### config.mk
export PLATFORM = sky130hd
export DESIGN_NAME = base64_block_codec_flat
export DESIGN_NICKNAME = d
export VERILOG_FILES = /design/src/design/b64bc_pkg.sv /design/src/design/b64bc_in_if.sv /design/src/design/b64bc_out_if.sv /design/src/design/b64bc_lane.sv /design/src/design/b64bc_merge.sv /design/src/design/base64_block_codec.sv /design/src/flat_wrapper.sv
export VERILOG_INCLUDE_DIRS = /design/src /design/src/design
export SDC_FILE = /design/constraint.sdc
export NUM_CORES = 1
export LEC_CHECK = 0
export BUFFER_PORTS_ARGS = -buffer_cell sky130_fd_sc_hd__buf_2
export CAP_MARGIN = 20
export CORE_UTILIZATION = 55
export DETAILED_ROUTE_END_ITERATION = 6
export MAX_ROUTING_LAYER = met4
export PLACE_DENSITY = 0.8
export SLEW_MARGIN = 10
export SYNTH_ARGS = -nofsm -noshare
export SYNTH_HDL_FRONTEND = slang
export SYNTH_HIERARCHICAL = 1
export SYNTH_SLANG_ARGS = --single-unit
### constraint.sdc
create_clock -name clk -period 12.7 [get_ports clk]
set_clock_uncertainty 0.15 [all_clocks]
set_input_delay 3.175 -clock clk [delete_from_list [all_inputs] [get_ports clk]]
set_output_delay 3.175 -clock clk [all_outputs]
set_load 0.03 [all_outputs]
### src/design/base64_block_codec_macros.svh
// Assertion macros shared by the codec modules.
// Each macro expands to one labeled concurrent assertion that is disabled
// during reset. Defining NO_ASSERTIONS removes them all.
`ifndef BASE64_BLOCK_CODEC_MACROS_SVH
`define BASE64_BLOCK_CODEC_MACROS_SVH

`ifndef NO_ASSERTIONS
`define B64BC_ASSERT_IMPLY(lbl, clk, rst_n, ante, cons) \
    lbl: assert property (@(posedge clk) disable iff (!rst_n) (ante) |-> (cons)) \
        else $error("codec check failed");
`define B64BC_ASSERT_NEXT(lbl, clk, rst_n, ante, cons) \
    lbl: assert property (@(posedge clk) disable iff (!rst_n) (ante) |=> (cons)) \
        else $error("codec check failed");
`else
`define B64BC_ASSERT_IMPLY(lbl, clk, rst_n, ante, cons)
`define B64BC_ASSERT_NEXT(lbl, clk, rst_n, ante, cons)
`endif

`endif

### src/design/b64bc_pkg.sv
`timescale 1ns / 1ps

package b64bc_pkg;

    // Four lanes, each handling one group of three bytes or four characters.
    localparam int LANES = 4;

    localparam int ADDR_W = 3;
    localparam logic REG_DIRECTION = 1'b0;

    localparam logic DIR_DECODE = 1'b0;
    localparam logic DIR_ENCODE = 1'b1;

    localparam logic [7:0] CHAR_UPPER_A = 8'h41;
    localparam logic [7:0] CHAR_UPPER_Z = 8'h5a;
    localparam logic [7:0] CHAR_LOWER_A = 8'h61;
    localparam logic [7:0] CHAR_LOWER_Z = 8'h7a;
    localparam logic [7:0] CHAR_DIGIT_0 = 8'h30;
    localparam logic [7:0] CHAR_DIGIT_9 = 8'h39;
    localparam logic [7:0] CHAR_PLUS    = 8'h2b;
    localparam logic [7:0] CHAR_SLASH   = 8'h2f;

    localparam logic [5:0] SEXTET_LOWER = 6'd26;
    localparam logic [5:0] SEXTET_DIGIT = 6'd52;
    localparam logic [5:0] SEXTET_PLUS  = 6'd62;
    localparam logic [5:0] SEXTET_SLASH = 6'd63;

    typedef struct packed {
        logic       ok;
        logic [5:0] val;
    } sextet_t;

    typedef struct packed {
        logic [31:0] enc;
        logic [23:0] dec;
        logic        bad;
    } lane_res_t;

    typedef struct packed {
        logic valid;
        logic enc;
    } stage_ctl_t;

    // Sextet to alphabet character.
    function automatic logic [7:0] enc_char(input logic [5:0] v);
        logic [7:0] ch;
        if (v < SEXTET_LOWER) begin
            ch = CHAR_UPPER_A + {2'b00, v};
        end else if (v < SEXTET_DIGIT) begin
            ch = CHAR_LOWER_A + {2'b00, v - SEXTET_LOWER};
        end else if (v < SEXTET_PLUS) begin
            ch = CHAR_DIGIT_0 + {2'b00, v - SEXTET_DIGIT};
        end else if (v == SEXTET_PLUS) begin
            ch = CHAR_PLUS;
        end else begin
            ch = CHAR_SLASH;
        end
        return ch;
    endfunction

    // Alphabet character to sextet; ok is low for anything outside the alphabet.
    function automatic sextet_t dec_char(input logic [7:0] ch);
        sextet_t s;
        s.ok  = 1'b1;
        s.val = '0;
        if (ch >= CHAR_UPPER_A && ch <= CHAR_UPPER_Z) begin
            s.val = 6'(ch - CHAR_UPPER_A);
        end else if (ch >= CHAR_LOWER_A && ch <= CHAR_LOWER_Z) begin
            s.val = 6'(ch - CHAR_LOWER_A) + SEXTET_LOWER;
        end else if (ch >= CHAR_DIGIT_0 && ch <= CHAR_DIGIT_9) begin
            s.val = 6'(ch - CHAR_DIGIT_0) + SEXTET_DIGIT;
        end else if (ch == CHAR_PLUS) begin
            s.val = SEXTET_PLUS;
        end else if (ch == CHAR_SLASH) begin
            s.val = SEXTET_SLASH;
        end else begin
            s.ok = 1'b0;
        end
        return s;
    endfunction

endpackage

### src/design/b64bc_in_if.sv
`timescale 1ns / 1ps

interface b64bc_in_if;
    logic        valid;
    logic        ready;
    logic [63:0] word_lo;
    logic [63:0] word_hi;

    modport source (output valid, output word_lo, output word_hi, input ready);
    modport sink   (input valid, input word_lo, input word_hi, output ready);
endinterface

### src/design/b64bc_out_if.sv
`timescale 1ns / 1ps

interface b64bc_out_if;
    logic        valid;
    logic        ready;
    logic [63:0] result_lo;
    logic [63:0] result_hi;
    logic        bad_char;

    modport source (output valid, output result_lo, output result_hi,
                    output bad_char, input ready);
    modport sink   (input valid, input result_lo, input result_hi,
                    input bad_char, output ready);
endinterface

### src/design/b64bc_lane.sv
`timescale 1ns / 1ps

// One conversion lane: three bytes to four characters and four characters
// to three bytes, both computed and registered; the merge stage picks one.
module b64bc_lane (
    input  logic                  clk,
    input  logic                  load,
    input  logic [23:0]           bytes,
    input  logic [31:0]           chars,
    output b64bc_pkg::lane_res_t  res
);

    b64bc_pkg::lane_res_t res_reg;
    b64bc_pkg::lane_res_t res_next;

    logic [5:0]           x0, x1, x2, x3;
    b64bc_pkg::sextet_t   sa, sb, sc, sd;

    always_comb
    begin
        x0 = bytes[7:2];
        x1 = {bytes[1:0], bytes[15:12]};
        x2 = {bytes[11:8], bytes[23:22]};
        x3 = bytes[21:16];

        sa = b64bc_pkg::dec_char(chars[7:0]);
        sb = b64bc_pkg::dec_char(chars[15:8]);
        sc = b64bc_pkg::dec_char(chars[23:16]);
        sd = b64bc_pkg::dec_char(chars[31:24]);
        // Invalid characters count as zero sextets; the merge stage clears
        // the whole result anyway when any lane flags one.
        if (!sa.ok) sa.val = '0;
        if (!sb.ok) sb.val = '0;
        if (!sc.ok) sc.val = '0;
        if (!sd.ok) sd.val = '0;

        res_next.enc = {b64bc_pkg::enc_char(x3), b64bc_pkg::enc_char(x2),
                        b64bc_pkg::enc_char(x1), b64bc_pkg::enc_char(x0)};
        res_next.dec = {sc.val[1:0], sd.val,
                        sb.val[3:0], sc.val[5:2],
                        sa.val, sb.val[5:4]};
        res_next.bad = !(sa.ok && sb.ok && sc.ok && sd.ok);
    end

    always_ff @(posedge clk)
    begin
        if (load) begin
            res_reg <= res_next;
        end
    end

    assign res = res_reg;

endmodule

### src/design/b64bc_merge.sv
`timescale 1ns / 1ps
`include "base64_block_codec_macros.svh"

// Merge stage: packs the lane results into the outgoing block, folds the
// lane error flags together and holds the result in the output register.
module b64bc_merge (
    input  logic                  clk,
    input  logic                  rst_n,
    input  b64bc_pkg::stage_ctl_t s1_ctl,
    input  b64bc_pkg::lane_res_t  lane_res [b64bc_pkg::LANES],
    output logic                  out_free,
    b64bc_out_if.source           results
);

    logic        valid_reg,  valid_next;
    logic        enc_reg;
    logic [63:0] lo_reg,     lo_next;
    logic [63:0] hi_reg,     hi_next;
    logic        bad_reg,    bad_next;
    logic        load;
    logic [95:0] dec_bytes;
    logic        any_bad;

    assign out_free = !valid_reg || results.ready;
    assign load     = s1_ctl.valid && out_free;

    always_comb
    begin
        dec_bytes = {lane_res[3].dec, lane_res[2].dec, lane_res[1].dec, lane_res[0].dec};
        any_bad   = lane_res[0].bad | lane_res[1].bad | lane_res[2].bad | lane_res[3].bad;
        if (s1_ctl.enc == b64bc_pkg::DIR_ENCODE) begin
            lo_next  = {lane_res[1].enc, lane_res[0].enc};
            hi_next  = {lane_res[3].enc, lane_res[2].enc};
            bad_next = 1'b0;
        end else if (any_bad) begin
            lo_next  = '0;
            hi_next  = '0;
            bad_next = 1'b1;
        end else begin
            lo_next  = dec_bytes[63:0];
            hi_next  = {32'd0, dec_bytes[95:64]};
            bad_next = 1'b0;
        end

        if (load) begin
            valid_next = 1'b1;
        end else if (results.ready) begin
            valid_next = 1'b0;
        end else begin
            valid_next = valid_reg;
        end
    end

    always_ff @(posedge clk or negedge rst_n)
    begin
        if (!rst_n) begin
            valid_reg <= 1'b0;
        end else begin
            valid_reg <= valid_next;
        end
    end

    always_ff @(posedge clk)
    begin
        if (load) begin
            lo_reg  <= lo_next;
            hi_reg  <= hi_next;
            bad_reg <= bad_next;
            enc_reg <= s1_ctl.enc;
        end
    end

    assign results.valid     = valid_reg;
    assign results.result_lo = lo_reg;
    assign results.result_hi = hi_reg;
    assign results.bad_char  = bad_reg;

    `B64BC_ASSERT_IMPLY(a_bad_zeroes_data, clk, rst_n, valid_reg && bad_reg, lo_reg == 64'd0 && hi_reg == 64'd0)
    `B64BC_ASSERT_IMPLY(a_encode_never_bad, clk, rst_n, valid_reg && enc_reg, !bad_reg)
    `B64BC_ASSERT_IMPLY(a_decode_tail_zero, clk, rst_n, valid_reg && !enc_reg, hi_reg[63:32] == 32'd0)
    `B64BC_ASSERT_NEXT(a_stall_keeps_result, clk, rst_n, valid_reg && !results.ready, valid_reg)
    `B64BC_ASSERT_IMPLY(a_waiting_stage_blocks, clk, rst_n, s1_ctl.valid && !out_free, !load)

endmodule

### src/design/base64_block_codec.sv
`timescale 1ns / 1ps
// An accepted block waits in the lane registers until the output register is free.
// Throughput: one block per cycle in either direction while the sink keeps up;
// four lanes each take one group of three bytes or four characters, and one
// merge stage follows them.
// Reset (rst_n, asynchronous, active low) empties both pipeline stages and sets
// the direction register to decode. There is no clearing pass after reset.

// Base64 block codec, standard alphabet.
//
// The block is a two-stage pipeline. In the first stage four identical lanes
// each convert one group: in encode mode three input bytes become four
// alphabet characters, in decode mode four characters become three bytes and
// a per-lane flag marks any character outside the alphabet. Both directions
// are computed in every lane and registered; the direction is carried next
// to them in the stage control.
//
// The merge stage packs the four lane results into the 128-bit result. For a
// decode request it ORs the lane error flags and, if any is set, zeroes the
// data and raises bad_char. The result sits in an output register, and the
// first stage refills as soon as the output register is free or being taken,
// so a request can enter every cycle while the sink keeps up.
//
// The direction register is written over the APB-style port. Only bits 2 and
// up of the address select the register, so any byte address inside the
// first word reaches it; other words read as zero and ignore writes.
module base64_block_codec (
    input  logic                          clk,
    input  logic                          rst_n,
    input  logic                          psel,
    input  logic                          penable,
    input  logic                          pwrite,
    input  logic [b64bc_pkg::ADDR_W-1:0]  paddr,
    input  logic [31:0]                   pwdata,
    output logic [31:0]                   prdata,
    output logic                          pready,
    b64bc_in_if.sink                      blocks,
    b64bc_out_if.source                   results
);

    logic                   direction_reg, direction_next;
    b64bc_pkg::stage_ctl_t  s1_ctl_reg, s1_ctl_next;
    logic                   out_free;
    logic                   in_accept;
    logic                   reg_hit;
    logic [127:0]           word;
    b64bc_pkg::lane_res_t   lane_res [b64bc_pkg::LANES];

    // Configuration port: always ready, single direction register.
    assign pready  = 1'b1;
    assign reg_hit = (paddr[b64bc_pkg::ADDR_W-1:2] == b64bc_pkg::REG_DIRECTION);
    assign prdata  = reg_hit ? {31'd0, direction_reg} : 32'd0;

    always_comb
    begin
        direction_next = direction_reg;
        if (psel && penable && pwrite && pready && reg_hit) begin
            direction_next = pwdata[0];
        end
    end

    // The first stage takes a new request whenever it is empty or its
    // current contents move to the output register in the same cycle.
    assign blocks.ready = !s1_ctl_reg.valid || out_free;
    assign in_accept    = blocks.valid && blocks.ready;

    always_comb
    begin
        s1_ctl_next = s1_ctl_reg;
        if (in_accept) begin
            s1_ctl_next.valid = 1'b1;
            s1_ctl_next.enc   = direction_reg;
        end else if (out_free) begin
            s1_ctl_next.valid = 1'b0;
        end
    end

    always_ff @(posedge clk or negedge rst_n)
    begin
        if (!rst_n) begin
            direction_reg <= b64bc_pkg::DIR_DECODE;
            s1_ctl_reg    <= '0;
        end else begin
            direction_reg <= direction_next;
            s1_ctl_reg    <= s1_ctl_next;
        end
    end

    assign word = {blocks.word_hi, blocks.word_lo};

    // Lane g encodes bytes 3g..3g+2 or decodes characters 4g..4g+3.
    for (genvar g = 0; g < b64bc_pkg::LANES; g++) begin : g_lane
        b64bc_lane u_lane (
            .clk   (clk),
            .load  (in_accept),
            .bytes (word[24*g +: 24]),
            .chars (word[32*g +: 32]),
            .res   (lane_res[g])
        );
    end

    b64bc_merge u_merge (
        .clk      (clk),
        .rst_n    (rst_n),
        .s1_ctl   (s1_ctl_reg),
        .lane_res (lane_res),
        .out_free (out_free),
        .results  (results)
    );

endmodule

### src/flat_wrapper.sv
// flat-port wrapper written by rule: the top's interface ports become plain ports
module base64_block_codec_flat 
  (clk, rst_n, psel, penable, pwrite, paddr, pwdata, prdata, pready, blocks_valid, blocks_word_lo, blocks_word_hi, blocks_ready, results_valid, results_result_lo, results_result_hi, results_bad_char, results_ready);
  b64bc_in_if blocks_i ();
  b64bc_out_if results_i ();
  input  logic clk;
  input  logic rst_n;
  input  logic psel;
  input  logic penable;
  input  logic pwrite;
  input  logic [b64bc_pkg::ADDR_W-1:0] paddr;
  input  logic [31:0] pwdata;
  output logic [31:0] prdata;
  output logic pready;
  input wire logic [$bits(blocks_i.valid)-1:0] blocks_valid;
  input wire logic [$bits(blocks_i.word_lo)-1:0] blocks_word_lo;
  input wire logic [$bits(blocks_i.word_hi)-1:0] blocks_word_hi;
  output wire logic [$bits(blocks_i.ready)-1:0] blocks_ready;
  output wire logic [$bits(results_i.valid)-1:0] results_valid;
  output wire logic [$bits(results_i.result_lo)-1:0] results_result_lo;
  output wire logic [$bits(results_i.result_hi)-1:0] results_result_hi;
  output wire logic [$bits(results_i.bad_char)-1:0] results_bad_char;
  input wire logic [$bits(results_i.ready)-1:0] results_ready;
  assign blocks_i.valid = blocks_valid;
  assign blocks_i.word_lo = blocks_word_lo;
  assign blocks_i.word_hi = blocks_word_hi;
  assign blocks_ready = blocks_i.ready;
  assign results_valid = results_i.valid;
  assign results_result_lo = results_i.result_lo;
  assign results_result_hi = results_i.result_hi;
  assign results_bad_char = results_i.bad_char;
  assign results_i.ready = results_ready;
  base64_block_codec u_core (.clk(clk), .rst_n(rst_n), .psel(psel), .penable(penable), .pwrite(pwrite), .paddr(paddr), .pwdata(pwdata), .prdata(prdata), .pready(pready), .blocks(blocks_i), .results(results_i));
endmodule
Yosys cells after proc, flatten, opt, wreduce, memory -nomap -nowiden
Index checks and enable logic that the tools add are counted.
{ "totals": {"ff_bits": 361, "input_bits": 170, "output_inout_bits": 164, "wordCells": 696} }
{ "op_classes": {"addsub": 160, "order_cmp": 144, "eq_ne": 48, "muxes": 234, "n_bitwise": 4, "n_reduce_logical": 75} }
{ "op_table": {"columns": ["operator", "n"], "rows": [
  ["6-bit two-way mux", 80],
  ["6-bit subtractor, second input constant", 48],
  ["7-bit by 6-bit adder with 8-bit output, first input constant", 32],
  ["8-bit by 6-bit equality test with 1-bit output, second input constant", 32],
  ["8-bit by 7-bit greater-or-equal comparator with 1-bit output, second input constant", 32],
  ["8-bit by 7-bit <= comparator with 1-bit output, second input constant", 32],
  ["8-bit two-way mux", 32],
  ["6-bit less-than comparator, second input constant", 32],
  ["64-bit two-way mux", 3],
  ["8-bit by 6-bit greater-or-equal comparator with 1-bit output, second input constant", 16],
  ["8-bit by 6-bit <= comparator with 1-bit output, second input constant", 16],
  ["6-bit by 6-bit adder with 7-bit output, first input constant", 16],
  ["7-bit two-way mux", 16],
  ["6-bit by 5-bit adder with 6-bit output, second input constant", 16],
  ["6-bit adder, second input constant", 16],
  ["6-bit equality test, second input constant", 16],
  ["6-bit by 5-bit less-than comparator with 1-bit output, second input constant", 16],
  ["6-bit by 1-bit subtractor with 6-bit output, second input constant", 16],
  ["6-bit by 5-bit subtractor with 6-bit output, second input constant", 16],
  ["1-bit two-way mux", 86],
  ["1-bit logical AND", 65],
  ["3-bit two-way mux", 16],
  ["32-bit two-way mux", 1],
  ["1-bit logical NOT", 6],
  ["4 further kinds", 8]
]} }

Longest topological paths before layout
Gate-level depths: netlist (run 1).
{ "logic_depth": {"depth_word": 10, "mapped_depth": 9} }

Hierarchy
Netlist (run 1), hierarchy kept.
{ "by_module_without_submodules": {"columns": ["module", "n_inst", "cells_each", "area_each_um2", "seq_area_each_um2"], "rows": [
  ["b64bc_lane (u_core.g_lane[0].u_lane ...)", 3, 629, 5689.2, 1711.6],
  ["b64bc_merge", 1, 491, 5900.7, 3898.7],
  ["b64bc_lane (u_core.g_lane[3].u_lane)", 1, 642, 5766.8, 1711.6],
  ["base64_block_codec", 1, 44, 394.1, 75.1]
]} }

Least setup slack after synthesis (run 1)
Ideal clock, no wire load.
{ "synth_path": {"kind": "input port to flip-flop", "from": "input results_ready", "to": "register u_core.u_merge.bad_reg (netlist: u_core/u_merge/results.bad_char) (enable)", "setup_ns": 0.504, "t_arrival_ns": 6.283, "t_required_ns": 12.046, "setup_slack_ns": 5.764, "path_stages": 2, "n_path_buf": 0, "cell_sequence": "nand2b_1 -> and2_1"} }
{ "synth_via": {"elab_chain_cells": 2} }
{ "synth_lines": {"columns": ["element", "line_no", "source"], "rows": [
  ["start, declared", "flat_wrapper.sv:23", "input wire logic [$bits(results_i.ready)-1:0] results_ready;"],
  ["1-bit logical OR", "b64bc_merge.sv:24", "assign out_free = !valid_reg || results.ready;"],
  ["1-bit logical AND", "b64bc_merge.sv:25", "assign load = s1_ctl.valid && out_free;"],
  ["net u_core.u_merge.load", "b64bc_merge.sv:20", "logic load;"],
  ["end signal, assigned", "b64bc_merge.sv:68", "bad_reg <= bad_next;"],
  ["end, declared", "b64bc_merge.sv:19", "logic bad_reg, bad_next;"]
]} }
The timed path passes the listed nets, and every way through them passes these cells.
A chain may end at the register's enable or synchronous reset.

Final worst setup path (run 1)
{ "layout_path": {"from": "input results_ready", "to": "output blocks_ready"} }
{ "layout_via": {"elab_chain_cells": 2} }
{ "layout_lines": {"columns": ["element", "line_no", "source"], "rows": [
  ["1-bit logical OR", "b64bc_merge.sv:24", null],
  ["net u_core.out_free", "base64_block_codec.sv:43", "logic out_free;"],
  ["1-bit logical OR", "base64_block_codec.sv:64", "assign blocks.ready = !s1_ctl_reg.valid || out_free;"],
  ["end, declared", "flat_wrapper.sv:18", "output wire logic [$bits(blocks_i.ready)-1:0] blocks_ready;"]
]} }
The timed path passes the listed nets, and every way through them passes these cells.

==> metrics.md, run 1 <==
| Metric | Value |
|---|---|
| Max rail drop VDD | 0.103 mV |
| Synth-to-Final Area Change | 10.3% |
| Count of final setup violators | 0 |
| Maximum buffer depth of the clock tree | 3 |
| Number of clock sinks | 361 |
| Die width | 232 µm |
| Fin util | 62.0% |
| Netlist area before placement | 0.0291 mm² |
| Worst-margin pin slew | 1.04 ns |
| Area enclosed by the die boundary | 0.0539 mm² |
| Worst hold path cell count | 1 |
| Hold Buf Count CTS | 0 |
| Combinational family with the most area after synthesis | compound AO/OA/AOI/OAI gates |
| Total power density per cell area | 115 mW/mm² |
| Simple-gate portion of the synthesized area | 18.2% |
| Required time at the worst-slack endpoint | 9.38 ns |
| Fmax | 141 MHz |
| Largest register FFs | 228 |
| Initial cell density of the core | 56.2% |
| Result of the run | finished clean |
| Pin count of the biggest net entering global routing | 108 |
| Mean cell area of the mapped netlist | 9.51 µm² |
| R2R cell count | 4 |
| Number of warnings printed during yosys synthesis | 6 |
| Share of synthesized area spent on multiplexers | 1.22% |
| CP Class | in -> out |
| Leading register cell type out of synthesis | sky130_fd_sc_hd__edfxtp_1 |
| Unique masters post-synth | 87 |
| Max_slew headroom | 30.5% |
| Type of the most critical hold path | reg -> reg |
| Share of cells above drive strength 1 | 13.5% |
| Post-synthesis cell type with the largest combined area | sky130_fd_sc_hd__edfxtp_1 |
| Unrepaired setup endpoints after global routing | no |
| Total vias in the final route | 23,900 |
| Post-route ant nets | 0 |
| Xor/xnor cell area share of the yosys netlist | 6.71% |
| Clock tree root driver cell | sky130_fd_sc_hd__clkbuf_16 |
| Count of final hold-check violations | 0 |
| Routed length per placed instance | 17.9 µm |
| Drt first pass iters | 6 |
| Number of primary I/O pins | 334 |
| Adder and majority cell fraction of the synthesized area | 13.1% |
| Max Fanout on Critical Path | 3 |
| Total Neg Setup Slack | 0 ns |
| Leading cell types by total area after synthesis | sky130_fd_sc_hd__edfxtp_1, sky130_fd_sc_hd__ha_1, sky130_fd_sc_hd__nand2_1 |
| Global-route wire length before repair | 114,000 µm |
| Iteration-0 DRC Markers | 2,129 |
| Post-Route WL | 71,400 µm |
| Compound-gate portion of the synthesized area | 18.5% |
| Count of port buffers added during placement | 268 |
| Crit share post-route | 55.8% |
| Layout filler cell count | 4,327 |
| CTS tree | yes |
| Gr usage total | 26.7% |
| Number of buffers created by CTS | 42 |
| Number of nets in the layout | 3,746 |
| Area share of the leading cell type in the synthesized netlist | 36.8% |
| Die span in y | 232 µm |
| Row count | 83 |
| Element type at the critical path start | input port |
| Post-synth EDFFs | 357 |
| Number of vias per cell after detailed routing | 5.98 |
| Count of state elements after synthesis | 361 |
| Standard cell core area | 0.0518 mm² |
| Final worst path period need | 7.08 ns |
| Max Slew Vio Count | 0 |
| Total overflow reported by the global router | 0 |
| Static leakage | 0.0131 µW |
| Hpwl dp | 49,300 µm |
| Worst-Skew Late Latency | 0.57 ns |
| Placer congestion estimate | 0.953 |
| Htree depth | 2 |
| Critical Path End Type | primary output |
| Register clock-pin slew on the reported worst setup and hold paths | 0.06 ns |
| Max Cap Violations | 0 |
| DRC violation count after routing | 0 |
| Number of setup buffers added after CTS | 0 |
| Count of instances resized after the clock tree is built | 0 |
| Fraction of synthesis flops using an asynchronous set or reset pin | 1.11% |
| Number of global-route vias before repair | 22,100 |
| Synthesized netlist cell count | 3,064 |
| Initial antenna violation count | 9 |
| Crit path arrival time | 3.76 ns |
| Seq/Total Area, Yosys | 37.1% |
-- critical path, stage by stage --
cell                       delay [ns]
sky130_fd_sc_hd__buf_2           0.09
sky130_fd_sc_hd__nand2b_1        0.16
sky130_fd_sc_hd__nand2b_4        0.15
sky130_fd_sc_hd__buf_2           0.17
-- final timing paths --
path	slack [ns]	start	end
setup / recovery	5.62	results_ready	blocks_ready
hold / removal	0.37	u_core/g_lane[3].u_lane/res[48]$_DFFE_PP_	u_core/u_merge/results.result_hi[55]$_SDFFCE_PN0P_
setup reg to reg	9.60	u_core/s1_ctl_reg[0]$_DFFE_PN0P_	u_core/u_merge/results.result_hi[7]$_DFFE_PP_
hold reg to reg	0.37	u_core/g_lane[3].u_lane/res[48]$_DFFE_PP_	u_core/u_merge/results.result_hi[55]$_SDFFCE_PN0P_
max in group asynchronous	10.02	rst_n	u_core/s1_ctl_reg[0]$_DFFE_PN0P_
min in group asynchronous	2.25	rst_n	u_core/s1_ctl_reg[1]$_DFFE_PN0P_
-- cells in the mapped netlist, drive strengths merged, types with 14 or more instances --
library cell,instances
and2,60
mux2i,25
nor3,40
a21oi,157
nand2,293
a32oi,17
o221ai,23
or2,16
or3,15
buf,49
xnor2,113
xor2,110
nand4,36
o21a,16
nor2b,32
o211ai,33
a21boi,14
nor2,152
o311ai,15
a221o,15
o21ai,242
edfxtp,357
nand3b,43
a221oi,34
o221a,16
inv,202
and3,19
nand3,94
ha,304
nor4,22
a21o,32
a311oi,27
a211oi,24
nand2b,126
clkbuf,93
a31oi,26
-- area by class of cell --
class	count	area [µm²]	share of cell area [%]
clock buffer	49	1100	3.42
antenna	9	22.5	0.0701
sequential	361	10800	33.7
timing repair buffer	276	1400	4.36
clock inverter	26	255	0.795
inverter	202	758	2.36
multi-input combinational	2389	16900	52.6
tap	680	851	2.65
-- metrics by stage --
stage               total power (µW)  area (µm²)  std cells  worst slack (ns)  hold slack, ns
global route                    3880       32100       3992              5.57           0.391
CTS                             3730       32100       3983              5.62           0.372
detailed placement              2510       30700       3908              5.62           0.359
floorplan                       2250       29200       3094              5.76           0.326
global placement                2500       30700       3908              5.62           0.355
finish                          3710       32100       3992              5.62           0.369
-- where the power goes --
part	internal [µW]	leakage, µW	switching, µW
combinational	329	0.00892	645
clock	703	0.000646	501
sequential	1490	0.00354	41.8
total	2520	0.0131	1190
-- cells by family after synthesis --
kind of cell / count (synthesis)
DFF: 361
other: 2
muxes: 34
adders and majority gates: 304
and+or+nand+nor: 1010
xor gates and xnor gates: 223
AOI/OAI and AO/OA: 786
buffers and inverters: 344
-- routing by layer --
layer | vias to the layer above | global-route usage [%] | share of wire, %
met5 | - | - | 0
met2 | 780 | 41.6 | 47
met1 | 11400 | 35.6 | 44
met4 | 0 | 8.08 | 2.5
li1 | 11600 | - | -
met3 | 108 | 4.25 | 6.5
-- placed cells by master, fill, tap and decap left out, types with 24 or more instances in the layout --
cell type                   Yosys  final
sky130_fd_sc_hd__edfxtp_1     357    357
sky130_fd_sc_hd__xnor2_1      113    113
sky130_fd_sc_hd__conb_1         2     32
sky130_fd_sc_hd__ha_1         304    304
sky130_fd_sc_hd__nand4_1       36     36
sky130_fd_sc_hd__mux2i_1       25     25
sky130_fd_sc_hd__inv_1        198    198
sky130_fd_sc_hd__a221oi_1      34     34
sky130_fd_sc_hd__nand3_1       93     93
sky130_fd_sc_hd__a21oi_1      157    157
sky130_fd_sc_hd__a211oi_1      24     24
sky130_fd_sc_hd__a31oi_1       26     26
sky130_fd_sc_hd__and2_1        59     58
sky130_fd_sc_hd__clkbuf_16      0     43
sky130_fd_sc_hd__xor2_1       110    110
sky130_fd_sc_hd__nor3_1        40     40
sky130_fd_sc_hd__nor2b_1       32     32
sky130_fd_sc_hd__o21ai_2       30     30
sky130_fd_sc_hd__o21ai_0      212    212
sky130_fd_sc_hd__o211ai_1      33     33
sky130_fd_sc_hd__nand3b_1      43     43
sky130_fd_sc_hd__a311oi_1      24     24
sky130_fd_sc_hd__buf_2          8    268
sky130_fd_sc_hd__nand2b_1     125    125
sky130_fd_sc_hd__a21o_1        32     32
sky130_fd_sc_hd__nand2_1      293    293
sky130_fd_sc_hd__nor2_1       152    152
No activity file was read; power rests on OpenSTA's default activity.
==> inputs of run 2 (changes only) <==
==> constraint.sdc (replaced) <==
create_clock -name clk -period 7.4 [get_ports clk]
set_clock_uncertainty 0.15 [all_clocks]
set_input_delay 1.85 -clock clk [delete_from_list [all_inputs] [get_ports clk]]
set_output_delay 1.85 -clock clk [all_outputs]
set_load 0.03 [all_outputs]
==> metrics.md, run 2 (synthesized netlist as in run 1, its figures left out) <==
| Metric | Value |
|---|---|
| Net switching power | 2020 µW |
| Number of nets in the layout | 3,747 |
| Total internal power | 4300 µW |
| Iteration-0 DRC Markers | 2,058 |
| Hold Buf Count CTS | 0 |
| DRC violation count after routing | 0 |
| Die span in y | 232 µm |
| Hpwl dp | 49,300 µm |
| Max Cap Violations | 0 |
| Register clock-pin slew on the reported worst setup and hold paths | 0.06 ns |
| Count of port buffers added during placement | 268 |
| Largest register FFs | 228 |
| Count of final setup violators | 0 |
| Pin count of the biggest net entering global routing | 131 |
| Area post-placement | 0.0308 mm² |
| Initial cell density of the core | 56.2% |
| Commonest non-fill, non-tap cells in the layout | sky130_fd_sc_hd__edfxtp_1, sky130_fd_sc_hd__ha_1, sky130_fd_sc_hd__nand2_1 |
| Count of instances resized after the clock tree is built | 0 |
| Max Slew Vio Count | 0 |
| Drt first pass iters | 6 |
| Post-route ant nets | 0 |
| Result of the run | finished clean |
| Post-Route WL | 70,900 µm |
| CP Class | in -> out |
| Static leakage | 0.0131 µW |
| Standard cell core area | 0.0518 mm² |
| Sequential share of power | 41.6% |
| Global-route wire length before repair | 112,000 µm |
| Die width | 232 µm |
| Area enclosed by the die boundary | 0.0539 mm² |
| Total vias in the final route | 23,900 |
| Maximum buffer depth of the clock tree | 3 |
| Critical Path End Type | primary output |
| Fmax | 226 MHz |
| Routed length per placed instance | 17.7 µm |
| Share of total power consumed by net switching | 31.9% |
| Number of vias per cell after detailed routing | 5.97 |
| Required time at the worst-slack endpoint | 5.40 ns |
| Combinational Power Share | 26.4% |
| Number of clock sinks | 361 |
| Area of all placed cells without fillers | 0.0321 mm² |
| Synth-to-Final Area Change | 10.4% |
| Total overflow reported by the global router | 0 |
| Count of final hold-check violations | 0 |
| Initial antenna violation count | 16 |
| Power Total | 6320 µW |
| Row count | 83 |
| Most common library cell in the layout ignoring fill and taps | sky130_fd_sc_hd__edfxtp_1 |
| CTS tree | yes |
| Share of cells above drive strength 1 | 13.5% |
| Clock network fraction of total power | 32.0% |
| Worst-margin pin slew | 0.968 ns |
| Element type at the critical path start | input port |
| Clock tree root driver cell | sky130_fd_sc_hd__clkbuf_16 |
| Gr usage total | 26.3% |
| Total Neg Setup Slack | 0 ns |
| Placer congestion estimate | 0.958 |
| Max_slew headroom | 35.0% |
| Unrepaired setup endpoints after global routing | no |
| Number of setup buffers added after CTS | 0 |
| Max rail drop VDD | 0.141 mV |
| Number of buffers created by CTS | 42 |
| Max Fanout on Critical Path | 3 |
| Total power density per cell area | 197 mW/mm² |
| Htree depth | 2 |
| Final worst path period need | 4.43 ns |
| Type of the most critical hold path | reg -> reg |
| Crit share post-route | 59.9% |
| Worst-Skew Late Latency | 0.58 ns |
| Crit path arrival time | 2.43 ns |
| Number of global-route vias before repair | 21,700 |
| Number of primary I/O pins | 334 |
-- run 2: cell types whose count changed in the layout (fill, tap and decap cells not counted), sizes merged --
cell | before | now
clkinv | 16 | 14
buf | 276 | 277
clkinvlp | 4 | 2
clkbuf | 49 | 48
diode | 9 | 16
inv | 204 | 206
-- run 2: stage by stage --
stage	setup slack (ns)	std cells	hold slack (ns)	util [%]
after detailed placement	2.83	3908	0.361	59.4
final	2.97	3997	0.372	62.0
after global routing	2.94	3997	0.384	62.0
after CTS	2.97	3980	0.372	61.9
after global placement	2.86	3908	0.354	59.4
after floorplan	1.79	3094	0.326	-
-- run 2: area by class of cell --
cell class | instances | area, µm²
fill | 4354 | 19700
multi-input combinational | 2389 | 16900
sequential | 361 | 10800
timing repair buffer | 277 | 1440
clock buffer | 48 | 1070
tap | 680 | 851
inverter | 202 | 758
clock inverter | 24 | 250
antenna | 16 | 40.0
-- run 2: path summary, 6_finish.rpt --
kind | startpoint | to | slack, ns | cells past startpoint
max in group asynchronous | rst_n | u_core/s1_ctl_reg[0]$_DFFE_PN0P_ | 6.04 | 1
worst min-delay path | u_core/g_lane[3].u_lane/res[31]$_DFFE_PP_ | u_core/u_merge/results.result_hi[38]$_SDFFCE_PN0P_ | 0.37 | 1
worst max-delay path | results_ready | blocks_ready | 2.97 | 4
worst max register to register | u_core/g_lane[3].u_lane/res[0]$_DFFE_PP_ | u_core/u_merge/results.result_lo[42]$_DFFE_PP_ | 4.86 | 3
worst min register to register | u_core/g_lane[3].u_lane/res[31]$_DFFE_PP_ | u_core/u_merge/results.result_hi[38]$_SDFFCE_PN0P_ | 0.37 | 1
min in group asynchronous | rst_n | u_core/s1_ctl_reg[1]$_DFFE_PN0P_ | 0.92 | 1
-- run 2: worst max-delay path: stages --
cell and delay (ns):
sky130_fd_sc_hd__buf_2 0.09, sky130_fd_sc_hd__nand2b_1 0.16, sky130_fd_sc_hd__nand2b_4 0.15, sky130_fd_sc_hd__buf_2 0.17
-- run 2: per-layer routing --
layer	track usage [%]	vias up	part of all wire, %
li1	-	11600	-
met1	34.8	11300	45
met2	41.7	848	46
met3	4.36	112	6.9
met4	7.15	0	2.1
met5	-	-	0
-- run 2: power by group through the flow --
stage	clock network, µW	registers, µW	logic [µW]
after floorplan	0	2850	1010
after global placement	0	2670	1620
after detailed placement	0	2670	1640
after CTS	2060	2630	1650
after global routing	2140	2650	1840
final	2020	2630	1670
==> inputs of run 3 (changes only) <==
--- a/config.mk
+++ b/config.mk
@@ -6,12 +6,13 @@
 export SDC_FILE = /design/constraint.sdc
 export NUM_CORES = 1
 export LEC_CHECK = 0
+export ABC_AREA = 1
 export BUFFER_PORTS_ARGS = -buffer_cell sky130_fd_sc_hd__buf_2
 export CAP_MARGIN = 20
 export CORE_UTILIZATION = 55
 export DETAILED_ROUTE_END_ITERATION = 6
 export MAX_ROUTING_LAYER = met4
-export PLACE_DENSITY = 0.8
+export PLACE_DENSITY = 0.82
 export SLEW_MARGIN = 10
 export SYNTH_ARGS = -nofsm -noshare
 export SYNTH_HDL_FRONTEND = slang
==> constraint.sdc (replaced) <==
create_clock -name clk -period 4 [get_ports clk]
set_clock_uncertainty 0.15 [all_clocks]
set_input_delay 1 -clock clk [delete_from_list [all_inputs] [get_ports clk]]
set_output_delay 1 -clock clk [all_outputs]
set_load 0.03 [all_outputs]
==> metrics.md, run 3 <==
| Metric | Value |
|---|---|
| Result of the run | finished clean |
| Leading cell types by total area after synthesis | sky130_fd_sc_hd__edfxtp_1, sky130_fd_sc_hd__nand2_1, sky130_fd_sc_hd__ha_1 |
| Count of final setup violators | 0 |
| Critical Path End Type | primary output |
| Register clock-pin slew on the reported worst setup and hold paths | 0.06 ns |
| Buffers plus inverters on the worst setup path | 4 |
| Count of instances resized after the clock tree is built | 0 |
| Crit path arrival time | 1.62 ns |
| Commonest non-fill, non-tap cells in the layout | sky130_fd_sc_hd__nand2_1, sky130_fd_sc_hd__inv_1, sky130_fd_sc_hd__nor2_1 |
| Standard cell core area | 0.0555 mm² |
| DRC violation count after routing | 0 |
| Area share of the leading cell type in the synthesized netlist | 34.4% |
| Pin count of the biggest net entering global routing | 83 |
| Placer congestion estimate | 0.957 |
| Fraction of synthesis flops using an asynchronous set or reset pin | 1.11% |
| Max rail drop VDD | 0.360 mV |
| Unrepaired setup endpoints after global routing | no |
| Fmax | 361 MHz |
| Fin util | 62.2% |
| Total Neg Setup Slack | 0 ns |
| Number of warnings printed during yosys synthesis | 6 |
| Worst-margin pin slew | 0.748 ns |
| Delay of the slowest cell on the worst path | 0.20 ns |
| Power Total | 12,000 µW |
| Max Slew Vio Count | 0 |
| Total overflow reported by the global router | 0 |
| Synth-to-Final Area Change | 10.9% |
| Dominant cell by count in the synthesized netlist | sky130_fd_sc_hd__nand2_1 |
| Critical path's slowest cell | sky130_fd_sc_hd__buf_2 |
| Fin cells | 5,163 |
| Maximum buffer depth of the clock tree | 3 |
| Largest register FFs | 228 |
| Max Fanout on Critical Path | 4 |
| Number of vias per cell after detailed routing | 5.31 |
| Iteration-0 DRC Markers | 1,978 |
| Count of state elements after synthesis | 361 |
| Crit share post-route | 69.3% |
| Die width | 240 µm |
| Layout filler cell count | 4,910 |
| Seq/Total Area, Yosys | 34.7% |
| Synthesized netlist cell count | 4,129 |
| Worst path cell trace | buf_2 -> inv_16 -> nand2_4 -> inv_2 -> nand2_4 -> buf_2 |
| Placed cells | 5,070 |
| Number of global-route vias before repair | 24,900 |
| Max Cap Violations | 0 |
| Post-synth EDFFs | 357 |
| Number of buffers created by CTS | 43 |
| Type of the most critical hold path | in -> async |
| Post-route ant nets | 0 |
| CTS tree | yes |
| Post-synthesis cell type with the largest combined area | sky130_fd_sc_hd__edfxtp_1 |
| Number of setup buffers added after CTS | 0 |
| Most instantiated cells after synthesis | sky130_fd_sc_hd__nand2_1, sky130_fd_sc_hd__inv_1, sky130_fd_sc_hd__nor2_1 |
| Initial cell density of the core | 56.1% |
| Leading register cell type out of synthesis | sky130_fd_sc_hd__edfxtp_1 |
| Count of port buffers added during placement | 268 |
| Hpwl dp | 55,300 µm |
| Share of cells above drive strength 1 | 13.3% |
| Initial antenna violation count | 15 |
| Max_slew headroom | 50.1% |
| Routed length per placed instance | 14.7 µm |
| Static leakage | 0.0171 µW |
| Count of final hold-check violations | 0 |
| Post-Route WL | 75,700 µm |
| Drt first pass iters | 5 |
| Number of primary I/O pins | 334 |
| Row count | 86 |
| Total power density per cell area | 346 mW/mm² |
| Clock tree root driver cell | sky130_fd_sc_hd__clkbuf_16 |
| CP Class | in -> out |
| Mean cell area of the mapped netlist | 7.54 µm² |
| Cell class contributing the biggest share of worst-path delay | buffers and inverters |
| Gr usage total | 26.3% |
| Element type at the critical path start | input port |
| Final worst path period need | 2.77 ns |
| Global-route wire length before repair | 120,000 µm |
| Worst-Skew Late Latency | 0.57 ns |
| Htree depth | 2 |
| Unique masters post-synth | 48 |
| Number of nets in the layout | 4,842 |
| Number of clock sinks | 361 |
| Hold Buf Count CTS | 0 |
| Die span in y | 240 µm |
| Required time at the worst-slack endpoint | 2.85 ns |
| Most common library cell in the layout ignoring fill and taps | sky130_fd_sc_hd__nand2_1 |
| Total vias in the final route | 27,400 |
| Area enclosed by the die boundary | 0.0576 mm² |
| Netlist area before placement | 0.0311 mm² |
-- run 3: changes by cell type after synthesis, moves of 94 or more --
cell	previous run	this run
sky130_fd_sc_hd__nand2_1	293	1018
sky130_fd_sc_hd__nand2b_1	125	8
sky130_fd_sc_hd__nand3_1	93	364
sky130_fd_sc_hd__nor2_1	152	417
sky130_fd_sc_hd__inv_1	198	555
sky130_fd_sc_hd__xnor2_1	113	19
-- run 3: logic make-up after synthesis --
logic type	share of synthesized area (%)
and+or+nand+nor	29.8
adders and majority gates	12.2
DFF	34.7
other	0.0241
xor gates and xnor gates	4.92
AOI/OAI and AO/OA	7.83
buffers and inverters	10.5
-- run 3: final cells by class --
type | count | area [µm²] | share of cell area (%)
Antenna cell | 15 | 37.5 | 0.109
Clock buffer | 50 | 1100 | 3.19
Clock inverter | 27 | 334 | 0.967
Inverter | 634 | 2420 | 7.00
Multi-Input combinational cell | 3038 | 17200 | 49.8
Sequential cell | 361 | 10800 | 31.3
Tap cell | 748 | 936 | 2.71
Timing Repair Buffer | 290 | 1680 | 4.87
-- run 3: routing by layer --
layer  wire, µm  vias to the layer above  global-route usage, %
li1           -                    13900                      -
met3       4850                      165                   4.16
met2      36400                      955                   44.1
met4       2280                        0                   9.42
met5          0                        -                      -
met1      32200                    12400                   31.9
-- run 3: final timing paths --
path	end	slack (ns)	from	cells past startpoint
min	u_core/direction_reg$_DFFE_PN0P_	0.07	rst_n	1
min reg2reg	u_core/u_merge/results.result_hi[55]$_SDFFCE_PN0P_	0.35	u_core/g_lane[3].u_lane/res[48]$_DFFE_PP_	2
max in group asynchronous	u_core/s1_ctl_reg[0]$_DFFE_PN0P_	3.50	rst_n	1
max reg2reg	u_core/u_merge/results.result_lo[8]$_DFFE_PP_	1.97	u_core/s1_ctl_reg[0]$_DFFE_PN0P_	4
max	blocks_ready	1.23	results_ready	6
min in group clk	u_core/u_merge/results.result_hi[55]$_SDFFCE_PN0P_	0.35	u_core/g_lane[3].u_lane/res[48]$_DFFE_PP_	2
-- run 3: where the power goes --
| group | leakage (µW) | internal, µW | switching [µW] | total [µW] |
|---|---|---|---|---|
| registers | 0.00354 | 4740 | 167 | 4900 |
| logic | 0.0128 | 900 | 2100 | 3000 |
| clock network | 0.000689 | 2440 | 1610 | 4050 |
| total | 0.0171 | 8070 | 3880 | 12000 |
-- run 3: stage by stage --
step	worst slack, ns	cell area [µm²]	hold WS [ns]
2_1_floorplan	-1.29	31300	0.293
4_1_cts	1.21	34500	0.0415
3_5_place_dp	1.00	33000	0.338
6_report	1.23	34500	0.0686
3_3_place_gp	1.01	33000	0.333
5_1_grt	1.19	34500	0.0446
